File: src/design/mmbd_pkg.sv
// shared types and constants of the memory map bus decoder
`timescale 1ns / 1ps

package mmbd_pkg;

	// bus operation codes
	localparam logic [1:0] OP_READ  = 2'd0;
	localparam logic [1:0] OP_WRITE = 2'd1;
	localparam logic [1:0] OP_IRQ   = 2'd2;

	// result target codes
	localparam logic [2:0] TGT_INTERNAL = 3'd0;
	localparam logic [2:0] TGT_BOOT     = 3'd1;
	localparam logic [2:0] TGT_CART     = 3'd2;
	localparam logic [2:0] TGT_VIDEO    = 3'd3;
	localparam logic [2:0] TGT_JOYPAD   = 3'd4;
	localparam logic [2:0] TGT_TIMER    = 3'd5;
	localparam logic [2:0] TGT_DMA      = 3'd6;
	localparam logic [2:0] TGT_UNMAPPED = 3'd7;

	// fixed addresses of the map
	localparam logic [15:0] ADDR_WRAM_LO  = 16'hC000;
	localparam logic [15:0] ADDR_ECHO_LO  = 16'hE000;
	localparam logic [15:0] ADDR_JOYPAD   = 16'hFF00;
	localparam logic [15:0] ADDR_IF       = 16'hFF0F;
	localparam logic [15:0] ADDR_DMA      = 16'hFF46;
	localparam logic [15:0] ADDR_BOOT_OFF = 16'hFF50;
	localparam logic [15:0] ADDR_HRAM_LO  = 16'hFF80;
	localparam logic [15:0] ADDR_IE       = 16'hFFFF;

	localparam logic [7:0] BYTE_UNMAPPED = 8'hFF;

	typedef enum logic [1:0] {
		ST_CLEAR,
		ST_IDLE,
		ST_RDWAIT
	} state_t;

	// controller to datapath
	typedef struct packed {
		logic clear;
		logic accept;
		logic load_now;
		logic load_ram;
	} cmd_t;

	// datapath to controller
	typedef struct packed {
		logic clear_last;
		logic ram_read;
	} sts_t;

endpackage

File: src/design/mmbd_ctrl.sv
// controller state machine of the memory map bus decoder
`timescale 1ns / 1ps

module mmbd_ctrl (
	input  logic          clk,
	input  logic          arst_n,
	input  logic          in_valid,
	output logic          in_ready,
	output logic          out_valid,
	input  logic          out_ready,
	input  mmbd_pkg::sts_t sts,
	output mmbd_pkg::cmd_t cmd
);

	mmbd_pkg::state_t state_q, state_d;
	logic out_valid_q;
	logic accept;

	always_comb begin
		in_ready = (state_q == mmbd_pkg::ST_IDLE) && (!out_valid_q || out_ready);
		accept   = in_valid && in_ready;
		cmd.clear    = (state_q == mmbd_pkg::ST_CLEAR);
		cmd.accept   = accept;
		cmd.load_now = accept && !sts.ram_read;
		cmd.load_ram = (state_q == mmbd_pkg::ST_RDWAIT);
	end

	always_comb begin
		state_d = state_q;
		case (state_q)
			mmbd_pkg::ST_CLEAR: begin
				if (sts.clear_last) begin
					state_d = mmbd_pkg::ST_IDLE;
				end
			end
			mmbd_pkg::ST_IDLE: begin
				if (accept && sts.ram_read) begin
					state_d = mmbd_pkg::ST_RDWAIT;
				end
			end
			mmbd_pkg::ST_RDWAIT: begin
				state_d = mmbd_pkg::ST_IDLE;
			end
			default: begin
				state_d = mmbd_pkg::ST_CLEAR;
			end
		endcase
	end

	always_ff @(posedge clk or negedge arst_n) begin
		if (!arst_n) begin
			state_q     <= mmbd_pkg::ST_CLEAR;
			out_valid_q <= 1'b0;
		end else begin
			state_q <= state_d;
			if (cmd.load_now || cmd.load_ram) begin
				out_valid_q <= 1'b1;
			end else if (out_ready) begin
				out_valid_q <= 1'b0;
			end
		end
	end

	assign out_valid = out_valid_q;

endmodule

File: config.mk
export PLATFORM = sky130hd
export DESIGN_NAME = mmbd_ctrl
export DESIGN_NICKNAME = d
export VERILOG_FILES = /design/src/design/mmbd_pkg.sv /design/src/design/mmbd_ctrl.sv
export SDC_FILE = /design/constraint.sdc
export NUM_CORES = 1
export LEC_CHECK = 0
export ABC_CLOCK_PERIOD_IN_PS = 1500
export BUFFER_PORTS_ARGS = -buffer_cell sky130_fd_sc_hd__buf_2
export CAP_MARGIN = 20
export CORE_AREA = 5 5 42 44
export CTS_BUF_LIST = sky130_fd_sc_hd__clkbuf_2 sky130_fd_sc_hd__clkbuf_4 sky130_fd_sc_hd__clkbuf_8
export DETAILED_ROUTE_END_ITERATION = 12
export DIE_AREA = 0 0 47 49
export SYNTH_ARGS = -nofsm -noshare
export SYNTH_HDL_FRONTEND = slang
export SYNTH_SLANG_ARGS = --single-unit
File: constraint.sdc
create_clock -name clk -period 1.5 [get_ports clk]
set_input_delay 0.45 -clock clk [delete_from_list [all_inputs] [get_ports clk]]
set_output_delay 0.45 -clock clk [all_outputs]
set_load 0.02 [all_outputs]
-- Word-level counts from Yosys, hierarchy flattened
Cells that the tools add are included.
Widths: inputs -> output; s select.
- register bits after elaboration: 3
- bits of input ports: 6
- word-level logic and storage cells: 22
- equality and inequality tests: 4
- muxes and demuxes: 5
- reductions and logical operators: 11
- operators with widths (kind ; count):
    $pmux 2 s3 ; 1
    $logic_and 1x1->1 ; 4
    $mux 2 ; 2
    $eq 2x1->1 const B ; 1
    $eq 2x2->1 const B ; 1
    $logic_not 1->1 ; 2
    $logic_not 2->1 ; 1
    $logic_or 1x1->1 ; 2
    $mux 1 ; 2
    $ne 2x1->1 const B ; 1
    $ne 2x2->1 const B ; 1
    $reduce_and 2->1 ; 1
    $reduce_bool 2->1 ; 1

-- Depth between registers and ports, before layout
- depth in word-level cells: 7
- gate-level depth with buffers: 3
- gate-level depth less buffers: 3

-- Worst setup path before layout
No wires, ideal clock.
- kind: in2out
- start: input out_ready
- end: output cmd[1] in the netlist's numbering
- data arrival time: 1.001 ns
- data required time: 1.050 ns
- path slack: 0.049 ns
- stages on the path: 3
- cells stage by stage: nand2b_1 -> and3_4 -> and2b_1
- RTL lines (what ; RTL line ; RTL):
    start, declared ; mmbd_ctrl.sv:10 ; input logic out_ready,
    end, declared ; mmbd_ctrl.sv:12 ; output mmbd_pkg::cmd_t cmd

==> results.sh <==
export IMPL_holdPathEnd="state_q[1]"
export IMPL_placed_area_um2=260
export IMPL_grt_ovfl_total=0
export IMPL_critPathKind="register to primary output"
export IMPL_clk_latency_ps=230
export IMPL_drt_antenna_violating_nets=0
export IMPL_final_nets=43
export IMPL_reg2reg_to="out_valid"
export IMPL_first_iter_violations=9
export IMPL_cts_root_buf="clkbuf_4"
export IMPL_netlist_top_cell_by_area="dfrtp_1"
export IMPL_final_cell_area_um2=368
export IMPL_grt_use_total_pct=4.94
export IMPL_grt_pass1_vias=174
export IMPL_start_util_pct=12.7
export IMPL_grt_first_pass_wirelength_um=710
export IMPL_whs_path_depth=2
export IMPL_cts_sinks=3
export IMPL_irDropWorstVdd_mv=0.474
export IMPL_via_count=186
export IMPL_reg2reg_setup_slack_ps=500
export IMPL_p_leak_nw=0.192
export IMPL_crit_slowest_cell="dfrtp_1"
export IMPL_rsz0062_at_grt="yes"
export IMPL_viasPerCell=3.58
export IMPL_final_cells=52
export IMPL_antenna_cells=0
export IMPL_synth_common_cells="3 x dfrtp_1, 2 x and2_1, 2 x and2b_1, 2 x nand3b_1, 2 x nor2_1"
export IMPL_slew_headroom_pct=92.1
export IMPL_cp_end_kind="primary output"
export IMPL_cp_start_kind="register"
export IMPL_ys_seq_area_share_pct=42.3
export IMPL_p_per_area_nw_per_um2=1980
export IMPL_fin_worst_skew_ps=1.34
export IMPL_status="complete, but fails checks"
export IMPL_hp_start="sts[0]"
export IMPL_max_freq_ghz=0.606
export IMPL_worstPathMaxFanout=3
export IMPL_wirelength_um=478
export IMPL_ys_seq_elements=3
export IMPL_wl_per_cell_um=9.19
export IMPL_design_die_area_um2=2300
export IMPL_r2r_start="state_q[1]"
export IMPL_layout_setup_ws_ps=-149
export IMPL_hold_path_class="primary input to register"
export IMPL_netlist_area_um2=178
export IMPL_tightest_slew_ps=119
export IMPL_clockBufferDepth=2
export IMPL_async_reset_ff_share_pct=100
export IMPL_synth_cells=17
export IMPL_post_route_drc_count=0
export IMPL_finalCritPeriodShare_pct=110
export IMPL_synth_edff_count=0
export IMPL_syn_nets=23
export IMPL_synth_flop_cell="dfrtp_1"
export IMPL_die_w_um=47
export IMPL_cp_required_ps=1050
export IMPL_first_pass_iters=4
export IMPL_gp_congestion=0.602
export IMPL_hold_viol=0
export IMPL_syn_area_per_cell_um2=10.5
export IMPL_num_rows=14
export IMPL_cp_arrival_ps=1200
export IMPL_violations="negative setup slack"
export IMPL_path_cells="nor2b_4 -> and3_4 -> and2b_1 -> buf_6"
export IMPL_cts_tree="done"
export IMPL_areaGrowthSynthToFinish_pct=107
export IMPL_fin_crit_ps=1650
export IMPL_grt_max_degree=5
export IMPL_coreArea_um2=1400
export IMPL_synth_cell_types=11
export IMPL_clk_transition_reported_paths_ps=40
export IMPL_setup_viol_count_final=4
export IMPL_synth_top_area_share_pct=42.3
export IMPL_boundaryPins=12
export IMPL_slew_viol_final=0
export IMPL_antenna_found_initial=0
export IMPL_place_inst=45
export IMPL_reg2regPathDepth=3
export IMPL_h_tree_depth=1
export IMPL_slowest_delay_ps=380
export IMPL_cts_buffers=3
export IMPL_yosysMostFrequentCell="dfrtp_1"
export IMPL_io_buffers=11
export IMPL_ys_top_cells_by_area="dfrtp_1 42%, and2b_1 8.5%, nand3b_1 8.5%, nor2b_4 7.7%, and2_1 7.0%"
export IMPL_ys_warn_count=0
export IMPL_dieHeight_um=49
export IMPL_drive_gt1_share_pct=66.7
export IMPL_drv_cap=0
## per-stage QoR
step | TNS (ps) | power, mW | utilization (%) | worst slack, ps | hold WS (ps)
after floorplan | 0 | 0.322 | - | 49.4 | 154
after global placement | -187 | 0.414 | 18.6 | -163 | 247
after detailed placement | -194 | 0.419 | 18.6 | -168 | 247
after CTS | -340 | 0.667 | 24.0 | -152 | 457
after global routing | -564 | 0.776 | 26.3 | -193 | 483
final | -396 | 0.728 | 26.3 | -149 | 462
## timing repair
item,in CTS,in global routing
resized for setup,8,7
gates cloned,0,0
endpoints found under the hold margin,3,0
pin swaps,1,1
endpoints found under the setup margin,4,5
hold buffers,1,0
setup buffers,1,1
## final cells by class
class | count | area (um2)
fill | 164 | 1030
clock buffer | 4 | 30.0
sequential | 3 | 75.1
timing repair buffer | 16 | 130
multi-input combinational | 13 | 113
tap | 16 | 20.0
## sequential cells by signal (all words and copies together), names as in the netlist
signal,flops
out_valid,1
state_q,2
## layer usage
metal	wire [um]	share of wire [%]	vias up	GRT usage, %
met5	0	0	-	0
met4	0	0	0	5.53
met3	42	8.8	0	3.32
met2	214	45	8	5.43
met1	221	46	83	5.53
li1	-	-	95	-
## worst max-delay path: cells and delay by family (launching register included)
family,cells,cell delay (ps)
flops,1,380
simple gates,3,470
buf+inv,1,130
## worst max path at each step
stage	endpoint	cells after the start	startpoint	slack, ps
after floorplan	cmd[1]	3	out_ready	50
after detailed placement	cmd[1]	5	out_ready	-170
after CTS	cmd[1]	4	state_q[1]	-150
final	cmd[1]	4	state_q[0]	-150
after global routing	cmd[1]	4	state_q[1]	-190
after global placement	cmd[1]	5	out_ready	-160
## cell families after synthesis
family,share of synthesized area (%)
buffers and inverters,4.23
AO/OA/AOI/OAI,4.93
flip-flops,42.3
AND/OR/NAND/NOR,48.6
## layout by cell type, fill, tap and decap left out
cell / count
and2_1: 1
and3_4: 1
buf_4: 3
nor2_4: 1
nor2b_4: 1
nand3b_1: 2
and2b_1: 2
nand2b_4: 1
dlygate4sd3_1: 1
and2_4: 1
clkbuf_4: 4
dfrtp_1: 3
buf_2: 6
nand3_1: 1
buf_6: 6
o2bb2ai_1: 1
nor2_1: 1
## where the power goes
group / switching, mW / total [mW] / internal [mW] / leakage [nW]
registers: 0.0243 / 0.135 / 0.111 / 0.0378
clock network: 0.0430 / 0.161 / 0.118 / 0.0184
logic: 0.186 / 0.432 / 0.246 / 0.136
Note: power is estimated with default switching activity, not from simulation.
